<file path="src/hw/rtl/sts_pkg.sv">
// Package for the servo trapezoid stepper: sizes, reset values, command codes.
// No dependencies.
`timescale 1ns / 1ps
`default_nettype none
package sts_pkg;
  localparam int NUM_JOINTS_D  = 6;
  localparam int ANGLE_MAX_D   = 180;
  localparam int VALUE_CHARS_D = 3;
  localparam int REG_W         = 48;
  localparam int OUT_W         = 64;

  localparam logic [47:0] MIN_RST  = 48'd8839211652108;
  localparam logic [47:0] MAX_RST  = 48'd27638705702440;
  localparam logic [47:0] RAMP_RST = 48'd11046858396687;

  localparam logic [1:0] REG_MIN  = 2'd0;
  localparam logic [1:0] REG_MAX  = 2'd1;
  localparam logic [1:0] REG_RAMP = 2'd2;

  localparam logic [7:0] CH_B     = 8'h62;
  localparam logic [7:0] CH_S     = 8'h73;
  localparam logic [7:0] CH_E     = 8'h65;
  localparam logic [7:0] CH_W     = 8'h77;
  localparam logic [7:0] CH_X     = 8'h78;
  localparam logic [7:0] CH_G     = 8'h67;
  localparam logic [7:0] CH_COMMA = 8'h2c;
  localparam logic [7:0] CH_ZERO  = 8'h30;
  localparam logic [7:0] CH_NINE  = 8'h39;

  // per-joint memory word
  typedef struct packed {
    logic [7:0]  pos;
    logic [7:0]  tgt;
    logic [7:0]  steps;
    logic [31:0] last;
  } joint_t;

  typedef struct packed {
    logic        start;
    logic [16:0] num;
    logic [7:0]  den;
  } div_req_t;

  function automatic logic [7:0] pos_init(input int j);
    pos_init = (j == 2) ? 8'd45 : 8'd90;
  endfunction
endpackage
`default_nettype wire

</file>
<file path="src/hw/rtl/sts_div.sv">
// Shared restoring divider, one quotient bit per cycle (17 bit by 8 bit).
// Depends on sts_pkg.
`timescale 1ns / 1ps
`default_nettype none
module sts_div
  import sts_pkg::*;
(
  input  wire logic        clk,
  input  wire logic        rst_n,
  input  wire div_req_t    req,
  output logic             busy,
  output logic [16:0]      quot
);
  logic [16:0] q_r, q_nxt;
  logic [8:0]  rem_r, rem_nxt;
  logic [7:0]  den_r, den_nxt;
  logic [4:0]  cnt_r, cnt_nxt;
  logic [8:0]  trial;

  always_comb begin
    q_nxt = q_r; rem_nxt = rem_r; den_nxt = den_r; cnt_nxt = cnt_r;
    trial = {rem_r[7:0], q_r[16]};
    if (req.start) begin
      q_nxt = req.num; rem_nxt = '0; den_nxt = req.den; cnt_nxt = 5'd17;
    end else if (cnt_r != 5'd0) begin
      if (trial >= {1'b0, den_r}) begin
        rem_nxt = trial - {1'b0, den_r};
        q_nxt = {q_r[15:0], 1'b1};
      end else begin
        rem_nxt = trial;
        q_nxt = {q_r[15:0], 1'b0};
      end
      cnt_nxt = cnt_r - 5'd1;
    end
  end

  always_ff @(posedge clk) begin
    if (!rst_n) cnt_r <= '0;
    else cnt_r <= cnt_nxt;
    q_r <= q_nxt; rem_r <= rem_nxt; den_r <= den_nxt;
  end

  assign busy = (cnt_r != 5'd0) || req.start;
  assign quot = q_r;
endmodule
`default_nettype wire

</file>
<file path="src/hw/rtl/servo_trapezoid_stepper.sv">
// Servo trapezoid stepper top level: command parser, joint memory, tick sequencer.
// Depends on sts_pkg and sts_div.
//
// Use: in_tuser carries command, in_tdata carries rx_byte. A command of 0
// is a serial byte: it is parsed (joint letter, value characters, comma commits)
// and echoed. A command of 1 is a millisecond tick: every joint is visited in
// turn, its delay computed (in a ramp window by the shared divider), and it steps
// one degree toward its target when the delay has elapsed.
// Each transfer in yields exactly one transfer out carrying echo, all angles
// and the moved mask. A byte goes through read, update and output. A tick goes
// through read, decide and write for each joint, waiting on the serial divider
// between decide and write when a ramp delay needs it, and then through output.
// One item is in flight at a time.
// Reset (synchronous, rst_n low) reloads registers; afterward a clearing pass
// writes reset values into all NUM_JOINTS joint memory words, with in_tready
// low. A result waits in the output register while out_tready is low; the next
// item is not taken until it has gone, at the earliest in the cycle after that.
`timescale 1ns / 1ps
`default_nettype none
module servo_trapezoid_stepper
  import sts_pkg::*;
#(
  parameter int NUM_JOINTS  = NUM_JOINTS_D,
  parameter int ANGLE_MAX   = ANGLE_MAX_D,
  parameter int VALUE_CHARS = VALUE_CHARS_D
) (
  input  wire logic             clk,
  input  wire logic             rst_n,
  input  wire logic             in_tvalid,
  output logic                  in_tready,
  input  wire logic [7:0]       in_tdata,  // rx_byte[7:0]
  input  wire logic             in_tuser,  // command[0]
  output logic                  out_tvalid,
  input  wire logic             out_tready,
  // echo_byte[7:0], pos_base..pos_gripper[55:8], moved_mask[61:56], zero pad
  output logic [OUT_W-1:0]      out_tdata,
  output logic                  out_tuser, // echo_valid[0]
  input  wire logic             cfg_we,
  input  wire logic [1:0]       cfg_index,
  input  wire logic [REG_W-1:0] cfg_wdata
);
  localparam int JW = (NUM_JOINTS > 1) ? $clog2(NUM_JOINTS) : 1;
  localparam int CW = (VALUE_CHARS > 1) ? $clog2(VALUE_CHARS + 1) : 1;

  typedef enum logic [8:0] {
    S_CLR   = 9'b000000001,
    S_IDLE  = 9'b000000010,
    S_BRD   = 9'b000000100,
    S_BWR   = 9'b000001000,
    S_TRD   = 9'b000010000,
    S_TDIV  = 9'b000100000,
    S_TWAIT = 9'b001000000,
    S_TWR   = 9'b010000000,
    S_OUT   = 9'b100000000
  } state_t;

  state_t st_r, st_nxt;

  logic [REG_W-1:0] min_r, max_r, ramp_r;
  always_ff @(posedge clk) begin
    if (!rst_n) begin
      min_r <= MIN_RST; max_r <= MAX_RST; ramp_r <= RAMP_RST;
    end else if (cfg_we) begin
      case (cfg_index)
        REG_MIN:  min_r  <= cfg_wdata;
        REG_MAX:  max_r  <= cfg_wdata;
        REG_RAMP: ramp_r <= cfg_wdata;
        default: ;
      endcase
    end
  end

  // joint memory, one port, registered read
  joint_t mem [NUM_JOINTS];
  joint_t rd_r;
  logic          mem_we;
  logic [JW-1:0] mem_addr;
  joint_t        mem_wd;
  always_ff @(posedge clk) begin
    if (mem_we) mem[mem_addr] <= mem_wd;
    rd_r <= mem[mem_addr];
  end

  // small control state
  logic [JW-1:0] j_r, j_nxt;
  logic [31:0]   time_r, time_nxt;
  logic [2:0]    sel_r, sel_nxt;
  logic [CW-1:0] cc_r, cc_nxt;
  logic [7:0]    buf_r [VALUE_CHARS];
  logic [7:0]    buf_nxt [VALUE_CHARS];
  logic [7:0]    ch_r, ch_nxt;
  logic          cmd_r, cmd_nxt;
  logic [7:0]    pos_r [NUM_JOINTS];
  logic [7:0]    pos_nxt [NUM_JOINTS];
  logic [5:0]    mask_r, mask_nxt;
  logic          ovld_r, ovld_nxt;
  logic [OUT_W-1:0] odata_r, odata_nxt;
  logic          ouser_r, ouser_nxt;
  logic          divd_r, divd_nxt;
  logic [7:0]    base_r, base_nxt;
  logic          sub_r, sub_nxt;

  // register bytes of current joint
  logic [2:0] k;
  logic [7:0] mn, mx, rp;
  assign k  = (32'(j_r) > 5) ? 3'd5 : 3'(j_r);
  assign mn = min_r[k*8 +: 8];
  assign mx = max_r[k*8 +: 8];
  assign rp = ramp_r[k*8 +: 8];

  // delay terms
  logic signed [9:0] dd;
  logic [7:0] gap;
  logic       in_up, in_dn;
  logic [7:0] fac;
  logic [8:0] dabs;
  logic [16:0] prod;
  assign dd    = $signed({2'b0, mx}) - $signed({2'b0, mn});
  assign gap   = (rd_r.pos > rd_r.tgt) ? rd_r.pos - rd_r.tgt : rd_r.tgt - rd_r.pos;
  assign in_up = rd_r.steps < rp;
  assign in_dn = gap < rp;
  assign fac   = in_up ? rd_r.steps : rp - gap;
  assign dabs  = dd[9] ? 9'(-dd) : dd[8:0];
  assign prod  = {8'b0, dabs} * {9'b0, fac};

  div_req_t    dreq;
  logic        dbusy;
  logic [16:0] dq;
  sts_div u_div (.clk(clk), .rst_n(rst_n), .req(dreq), .busy(dbusy), .quot(dq));

  // parse value
  logic [9:0] val;
  logic       vstop;
  always_comb begin
    val = '0; vstop = 1'b0;
    for (int i = 0; i < VALUE_CHARS; i++) begin
      if (!vstop) begin
        if (buf_r[i] < CH_ZERO || buf_r[i] > CH_NINE) vstop = 1'b1;
        else val = 10'(val * 10) + 10'(buf_r[i] - CH_ZERO);
      end
    end
    if (val > 10'(ANGLE_MAX)) val = 10'(ANGLE_MAX);
  end

  logic signed [11:0] dly;
  logic [10:0] qsig;
  logic [31:0] el;
  joint_t      upd;

  always_comb begin
    st_nxt = st_r; j_nxt = j_r; time_nxt = time_r; sel_nxt = sel_r; cc_nxt = cc_r;
    buf_nxt = buf_r; ch_nxt = ch_r; cmd_nxt = cmd_r; pos_nxt = pos_r; mask_nxt = mask_r;
    ovld_nxt = ovld_r; odata_nxt = odata_r; ouser_nxt = ouser_r; divd_nxt = divd_r;
    base_nxt = base_r; sub_nxt = sub_r;
    mem_we = 1'b0; mem_addr = j_r; mem_wd = rd_r;
    dreq = '0; upd = rd_r;
    qsig = '0;
    dly = '0; el = time_r - rd_r.last;
    in_tready = 1'b0;
    if (ovld_r && out_tready) ovld_nxt = 1'b0;
    case (st_r)
      S_CLR: begin
        mem_we = 1'b1;
        mem_wd = '{pos: pos_init(32'(j_r)), tgt: 8'd90, steps: 8'd0, last: 32'd0};
        if (32'(j_r) == NUM_JOINTS - 1) begin
          st_nxt = S_IDLE; j_nxt = '0;
        end else j_nxt = j_r + JW'(1);
      end
      S_IDLE: begin
        in_tready = !ovld_r;
        if (in_tvalid && !ovld_r) begin
          cmd_nxt = in_tuser; ch_nxt = in_tdata; mask_nxt = '0;
          if (in_tuser) begin
            time_nxt = time_r + 32'd1; j_nxt = '0; mem_addr = '0; st_nxt = S_TRD;
          end else begin
            mem_addr = JW'(sel_r); st_nxt = S_BRD;
          end
        end
      end
      S_BRD: begin
        mem_addr = JW'(sel_r);
        st_nxt = S_BWR;
      end
      S_BWR: begin
        mem_addr = JW'(sel_r);
        st_nxt = S_OUT;
        case (ch_r)
          CH_B: begin sel_nxt = 3'd0; cc_nxt = '0; end
          CH_S: begin sel_nxt = 3'd1; cc_nxt = '0; end
          CH_E: begin sel_nxt = 3'd2; cc_nxt = '0; end
          CH_W: begin sel_nxt = 3'd3; cc_nxt = '0; end
          CH_X: begin sel_nxt = 3'd4; cc_nxt = '0; end
          CH_G: begin sel_nxt = 3'd5; cc_nxt = '0; end
          CH_COMMA: begin
            if (32'(sel_r) < NUM_JOINTS && val[7:0] != rd_r.tgt) begin
              mem_we = 1'b1;
              mem_wd.tgt = val[7:0];
              mem_wd.steps = '0;
            end
            for (int i = 0; i < VALUE_CHARS; i++) buf_nxt[i] = CH_ZERO;
            cc_nxt = '0;
          end
          default: begin
            if (32'(cc_r) < VALUE_CHARS) begin
              for (int i = 0; i < VALUE_CHARS; i++)
                if (32'(cc_r) == i) buf_nxt[i] = ch_r;
              cc_nxt = cc_r + CW'(1);
            end
          end
        endcase
      end
      S_TRD: st_nxt = S_TDIV;
      S_TDIV: begin
        // flat delay unless a ramp window applies
        divd_nxt = 1'b0; base_nxt = mn; sub_nxt = 1'b0;
        if (rd_r.pos == rd_r.tgt) begin
          st_nxt = S_TWR;
        end else if (rp != 8'd0 && (in_up || in_dn)) begin
          dreq.start = 1'b1; dreq.num = prod; dreq.den = rp;
          sub_nxt = in_up ^ dd[9];
          base_nxt = in_up ? mx : mn;
          divd_nxt = 1'b1;
          st_nxt = S_TWAIT;
        end else begin
          st_nxt = S_TWR;
        end
      end
      S_TWAIT: if (!dbusy) st_nxt = S_TWR;
      S_TWR: begin
        qsig = divd_r ? dq[10:0] : 11'd0;
        dly = sub_r ? 12'($signed({4'b0, base_r})) - $signed({1'b0, qsig})
                    : 12'($signed({4'b0, base_r})) + $signed({1'b0, qsig});
        if (rd_r.pos == rd_r.tgt) begin
          mem_we = 1'b1; mem_wd.steps = '0;
        end else if (el >= 32'(dly)) begin
          mem_we = 1'b1;
          upd.last = time_r;
          upd.pos = (rd_r.pos < rd_r.tgt) ? rd_r.pos + 8'd1 : rd_r.pos - 8'd1;
          if (rd_r.steps != 8'd255) upd.steps = rd_r.steps + 8'd1;
          mem_wd = upd;
          pos_nxt[j_r] = upd.pos;
          if (32'(j_r) < 6) mask_nxt[3'(j_r)] = 1'b1;
        end
        // write-back goes to j_r; next joint is read in S_TRD
        if (32'(j_r) == NUM_JOINTS - 1) begin
          st_nxt = S_OUT;
        end else begin
          j_nxt = j_r + JW'(1); st_nxt = S_TRD;
        end
      end
      S_OUT: begin
        if (!ovld_r) begin
          odata_nxt = '0;
          ouser_nxt = !cmd_r;
          odata_nxt[7:0] = cmd_r ? 8'd0 : ch_r;
          for (int i = 0; i < 6; i++)
            if (i < NUM_JOINTS) odata_nxt[8 + 8*i +: 8] = pos_r[i];
          odata_nxt[61:56] = mask_r;
          ovld_nxt = 1'b1;
          st_nxt = S_IDLE;
        end
      end
      default: st_nxt = S_IDLE;
    endcase
  end

  always_ff @(posedge clk) begin
    if (!rst_n) begin
      st_r <= S_CLR; j_r <= '0; time_r <= '0; sel_r <= '0; cc_r <= '0;
      for (int i = 0; i < VALUE_CHARS; i++) buf_r[i] <= CH_ZERO;
      for (int i = 0; i < NUM_JOINTS; i++) pos_r[i] <= pos_init(i);
      ovld_r <= 1'b0; mask_r <= '0;
    end else begin
      st_r <= st_nxt; j_r <= j_nxt; time_r <= time_nxt; sel_r <= sel_nxt;
      cc_r <= cc_nxt; buf_r <= buf_nxt; pos_r <= pos_nxt; ovld_r <= ovld_nxt;
      mask_r <= mask_nxt;
    end
    ch_r <= ch_nxt; cmd_r <= cmd_nxt; odata_r <= odata_nxt; ouser_r <= ouser_nxt;
    divd_r <= divd_nxt; base_r <= base_nxt; sub_r <= sub_nxt;
  end

  assign out_tvalid = ovld_r;
  assign out_tdata  = odata_r;
  assign out_tuser  = ouser_r;

  // no new transfer while a result is held
  a_hold: assert property (@(posedge clk) disable iff (!rst_n)
    out_tvalid && !out_tready |-> !in_tready) else $error("input taken while output held");
  // a tick advances time by one
  a_time: assert property (@(posedge clk) disable iff (!rst_n)
    (st_r == S_IDLE && in_tvalid && in_tready && in_tuser) |=> time_r == $past(time_r) + 32'd1)
    else $error("time not advanced");
  // clearing pass blocks input
  a_clr: assert property (@(posedge clk) disable iff (!rst_n)
    st_r == S_CLR |-> !in_tready) else $error("input during clear");
endmodule
`default_nettype wire
</file>
<file path="config.mk">
export PLATFORM = sky130hd
export DESIGN_NAME = servo_trapezoid_stepper
export DESIGN_NICKNAME = d
export VERILOG_FILES = /design/src/hw/rtl/sts_pkg.sv /design/src/hw/rtl/sts_div.sv /design/src/hw/rtl/servo_trapezoid_stepper.sv
export SDC_FILE = /design/constraint.sdc
export NUM_CORES = 2
export LEC_CHECK = 0
export BUFFER_PORTS_ARGS = -buffer_cell sky130_fd_sc_hd__buf_2
export CAP_MARGIN = 10
export CORE_UTILIZATION = 44
export DETAILED_ROUTE_END_ITERATION = 12
export PLACE_DENSITY_LB_ADDON = 0.2
export SYNTH_ARGS = -nofsm -noshare
export SYNTH_HDL_FRONTEND = slang
export SYNTH_HIERARCHICAL = 1
export SYNTH_SLANG_ARGS = --single-unit
</file>
<file path="constraint.sdc">
create_clock -name clk -period 12.9 [get_ports clk]
set_input_delay 1.29 -clock clk [delete_from_list [all_inputs] [get_ports clk]]
set_output_delay 1.29 -clock clk [all_outputs]
set_load 0.01 [all_outputs]
</file>
======== Yosys cells after proc, flatten, opt, wreduce, memory -nomap -nowiden ========
Memory sizes are Yosys's and may differ from the RTL's. A register that Yosys moved wholly into a read port is not among the register bits.
Cells that the tools add are included.
W data, S select, Z words.
word-level totals
  flip-flop bits (word level) ............. 392
  latch bits .............................. 0
  RAM bits ................................ 336
  memory bits (read-only) ................. 0
  input bits .............................. 64
  output and inout bits ................... 67
  logic and storage cells ................. 257
  memories ................................ 1
operators by class
  add/sub/neg operators ................... 21
  multipliers ............................. 3
  div/mod/pow operators ................... 0
  magnitude comparators ................... 21
  eq/ne operators ......................... 34
  shift-type cells ........................ 3
  mux-type cells .......................... 86
  bitwise operators ....................... 9
  reduce and logical (&&, ||, !) cells .... 47
memories
  memory  depth  bits a word  rd ports  clocked after Yosys merged registers in  write ports  RTL line                       text
  mem     6      56           1         1                                        1            servo_trapezoid_stepper.sv:74  joint_t mem [NUM_JOINTS];
operator list
  operator                 count
  $shiftx A48 B7 Y8        3
  $mux W8                  16
  $pmux W9 S9              1
  $mux W26                 3
  $pmux W32 S2             1
  $mux W56                 1
  $mux W9                  6
  $mux W10                 5
  $bwmux W48               1
  $eq A8 B7 Y1 const B     6
  $mux W16                 3
  $pmux W16 S3             1
  $pmux W24 S2             1
  $mux W17                 2
  $add A32 B1 Y32 const B  1
  $ge A32 B32 Y1           1
  $mux W32                 1
  $sub A32 B32 Y32         1
  $sub A8 B8 Y8            4
  $sub A8 B6 Y9 const B    3
  $demux W8 S3             1
  $gt A8 B6 Y1 const B     3
  $lt A8 B6 Y1 const B     3
  $lt A8 B8 Y1             3
  other kinds (76)         153

======== Longest topological paths before layout ========
  depth in word-level cells ............... 20
  depth in mapped cells ................... 44
  mapped depth without buffers ............ 40

======== By module ========
The synthesis kept the hierarchy.
by module, submodules not included
  module                   times used  cells an instance  area each (sq um)  seq. area each (sq um)
  servo_trapezoid_stepper  1           3858               37932.6            19118.3
  sts_div                  1           175                2033.2             1011.0

======== Least setup slack after synthesis ========
OpenSTA, ideal clock, no wires.
  kind .................................... reg2reg
  start ................................... reg buf_r[20] in the netlist's numbering
  end ..................................... mem mem[5][0] in the netlist's numbering, enable pin
  setup time .............................. 0.643 ns
  arrival time ............................ 12.258 ns
  required time ........................... 12.257 ns
  slack ................................... 0.000 ns
  stages on the path, launching flop included .. 27
  buffers on the path ..................... 1
  clock period less this slack ............ 12.900 ns
  path through ............................ dfxtp_1 -> ha_1 -> o211ai_1 -> and4_1 -> clkbuf_1 -> and2_1 -> ha_1 -> ha_1 -> fa_1 -> xor2_1 -> ha_1 -> nor4_1 -> nor3_1 -> or2_2 -> ha_1 -> ha_1 -> xnor2_1 -> ha_1 -> or2_2 -> a21o_1 -> o41ai_1 -> xnor3_1 -> nor4b_2 -> a211oi_2 -> nand2b_2 -> a211o_1 -> a2111oi_1
on the way
  word-level cells in the longest chain between the ends .. 20
RTL lines
  what                                                 RTL line                        text
  from (decl)                                          servo_trapezoid_stepper.sv:89   logic [7:0] buf_r [VALUE_CHARS];
  from (signal assigned)                               servo_trapezoid_stepper.sv:275  cc_r <= cc_nxt; buf_r <= buf_nxt; pos_r <= pos_nxt; ovld_r <= ovld_nxt;
  $lt A8 B6 Y1 / $gt A8 B6 Y1 (equally long branches)  servo_trapezoid_stepper.sv:138  if (buf_r[i] < CH_ZERO || buf_r[i] > CH_NINE) vstop = 1'b1;
  $logic_or A1 B1 Y1                                   servo_trapezoid_stepper.sv:138
  $mux W10                                             servo_trapezoid_stepper.sv:138
  $mul A10 B3 Y9                                       servo_trapezoid_stepper.sv:139  else val = 10'(val * 10) + 10'(buf_r[i] - CH_ZERO);
  $add A10 B10 Y10                                     servo_trapezoid_stepper.sv:139
  $mux W10                                             servo_trapezoid_stepper.sv:138
  $mux W10                                             servo_trapezoid_stepper.sv:137  if (!vstop) begin
  $mul A10 B3 Y9                                       servo_trapezoid_stepper.sv:139
  [... 4 more ...]                                     -
  $mux W8 *                                            servo_trapezoid_stepper.sv:142  if (val > 10'(ANGLE_MAX)) val = 10'(ANGLE_MAX);
  $ne A8 B8 Y1 *                                       servo_trapezoid_stepper.sv:195  if (32'(sel_r) < NUM_JOINTS && val[7:0] != rd_r.tgt) begin
  $logic_and A1 B1 Y1 *                                servo_trapezoid_stepper.sv:195
  $mux W1 *                                            servo_trapezoid_stepper.sv:195
  $mux W1 *                                            servo_trapezoid_stepper.sv:187  case (ch_r)
  $pmux W1 S3 *                                        servo_trapezoid_stepper.sv:161  case (st_r)
  $mux W1 *                                            servo_trapezoid_stepper.sv:80   if (mem_we) mem[mem_addr] <= mem_wd;
  $mux W1 (implied by the code) *                      servo_trapezoid_stepper.sv:80
  to (decl)                                            servo_trapezoid_stepper.sv:74
Every way passes the cells marked *; elsewhere a longest branch is shown, timed or not.

==> reports/results.tsv <==
metric	value	unit
final slew viol count	0	
crit end category	flip-flop	
status	complete, no violations	
drt total wl	102	mm
initial antenna violation count	1	
Max FO, Critical Path	43	
Synth-to-Final Area Change	11.7	%
Sink Count	784	
crit share post-route	0.803	
Worst Setup Start Kind	flip-flop	
Nets	4429	
Vias	29200	
CTS root buf	clkbuf_16	
FMAX	96.6	MHz
Yosys cell types	104	
Post-Syn Area	40000	µm²
synth warn	6	
IO Port Bufs	128	
Final ANT Viol Nets	0	
Avg Cell Area, Syn	9.91	µm²
HP Class	reg -> reg	
relative slew slack	0.185	
IO Count	131	
Initial Util	0.444	
first-pass iteration count of the detailed router	5	
Synth area leaders	edfxtp_1, dfxtp_1, nand2_1	
overall die height	303	µm
vias in the first global route	28100	
Critical-path top delay cell	nor2_1	
Tmin final	10.35	ns
share of layout cells above drive strength 1	0.0971	
register area share after synthesis	0.504	
Setup TNS Final	0	ns
Core Region	90000	µm²
WL/cell	19.1	µm
critical path's largest stage delay	0.83	ns
Setup CP Type	reg -> reg	
final count of hold timing violations	0	
Clock Skews	0.0441	ns
global route overflow	0	
Synth top area share	0.333	
Post-CTS Hold Fix Bufs	0	
prevailing post-synth register cell	edfxtp_1	
share of flip-flops with an asynchronous set or reset	0	
worst slew pin tran	1.22	ns
commonest non-fill, non-tap cell in the layout	nand2_1	
largest area contributor in the netlist	edfxtp_1	
Placer Congestion	0.895	
Post-synth EDFFs	443	
ANT cells	0	
CTS Buf Count	84	
register bit total from synthesis	784	
post-cts sizing count	0	
CTS tree	yes	
Via-to-Cell Ratio	5.45	
data required time of the worst path	13.27	ns
endpoints failing setup	0	
Clock H-tree levels	3	
Worst-path clk slew	0.06	ns
hpwl dp	66.9	mm
Post-CTS Setup Bufs	0	
most frequent cells in the layout	nand2_1, edfxtp_1, dfxtp_1	
clock tree buffer depth	3	
Die ar.	92000	µm²
global-route wire length before repair	159	mm
drt initial violations	2147	
largest net degree at the start of global routing	163	
die width	303	µm
DRC Markers	0	
worst skew pair latency	0.65	ns
gr usage total	0.221	
Cells after Synth	4033	
max-cap violations	0	
arrival time worst endpoint	10.72	ns
row count	110	
RSZ-0062 raised after global routing	no	
-- cell families (layout without fill, tap and decap cells) --
logic type / count (synthesis) / in the layout / synth area share
mux: 125 / 125 / 0.0397
flops: 784 / 784 / 0.504
simple gates: 1523 / 1523 / 0.168
buf+inv: 398 / 530 / 0.0389
compound gates: 784 / 784 / 0.122
other cells: 1 / 5 / 0.0000938
xor+xnor: 151 / 151 / 0.0334
fa+ha+maj: 267 / 267 / 0.0937
-- final timing paths --
| check | startpoint | to | slack [ns] | cells after the start |
|---|---|---|---|---|
| min reg2reg | mask_r[3]$_SDFFE_PN0P_ | out_tdata[59]$_DFFE_PP_ | 0.43 | 0 |
| min | mask_r[3]$_SDFFE_PN0P_ | out_tdata[59]$_DFFE_PP_ | 0.43 | 0 |
| max reg2reg | j_r[0]$_SDFFE_PN0P_ | u_div/quot[16]$_DFFE_PP_ | 2.55 | 29 |
| max | j_r[0]$_SDFFE_PN0P_ | u_div/quot[16]$_DFFE_PP_ | 2.55 | 29 |
-- synthesized netlist by cell type, types with 23 or more instances --
cell,number
nor2b_1,36
o21ai_0,100
nand2b_1,25
dfxtp_1,341
o31ai_1,38
mux4_2,24
ha_1,213
fa_1,54
a21oi_1,338
a31oi_1,62
clkbuf_1,152
nand2_1,845
mux2i_1,77
a21o_1,57
mux2_2,23
xnor2_1,91
nor2_1,230
nand3_1,188
and2_1,31
edfxtp_1,443
nor3_1,36
xor2_1,59
nand4_1,23
inv_1,204
a211oi_1,25
-- routing by layer --
| metal | vias up | GRT usage | wire [µm] |
|---|---|---|---|
| li1 | 14300 | - | - |
| met1 | 14100 | 0.309 | 48000 |
| met2 | 662 | 0.346 | 45500 |
| met3 | 147 | 0.0468 | 6150 |
| met4 | 2 | 0.0619 | 2430 |
| met5 | - | 0 | 11 |
-- sequential cells by signal (all words and copies together) (netlist names), 6 cells and up --
name         cells
min_r           48
ramp_r          48
u_div/quot      17
ch_r             8
time_r          32
st_r             9
mask_r           6
pos_r           48
buf_r           24
base_r           8
mem            336
max_r           48
u_div/rem_r      8
out_tdata       62
u_div/den_r      8
rd_r            56
-- final cells by class --
type | count | area, µm²
clock buffers | 106 | 2310
clock inverters | 51 | 562
fillers | 8319 | 45400
inverters | 207 | 782
multi-input cells | 2855 | 18400
flip-flops and latches | 784 | 20100
well taps | 1176 | 1470
repair buffers | 166 | 938
-- worst max-delay path, delay by kind of cell (launching register included) --
family	cells	cell delay [ns]
adder cells (fa/ha/maj)	6	2.67
AO/OA/AOI/OAI	12	2.65
multiplexers	3	1.66
AND/OR/NAND/NOR	3	1.18
buffers and inverters	5	1.10
flip-flops	1	0.80
-- stage by stage --
step	std cells	util	setup slack (ns)	instance area (µm²)	hold WS, ns
2_1_floorplan	4037	-	2.72	40000	0.402
3_3_place_gp	5188	0.464	2.81	41800	0.409
3_5_place_dp	5188	0.464	2.72	41800	0.410
4_1_cts	5345	0.496	2.63	44600	0.424
5_1_grt	5345	0.496	1.75	44600	0.432
6_report	5345	0.496	2.55	44600	0.427
Power is not shown: default switching activity piles up to over one toggle a cycle in this logic, so the estimate is an artifact.
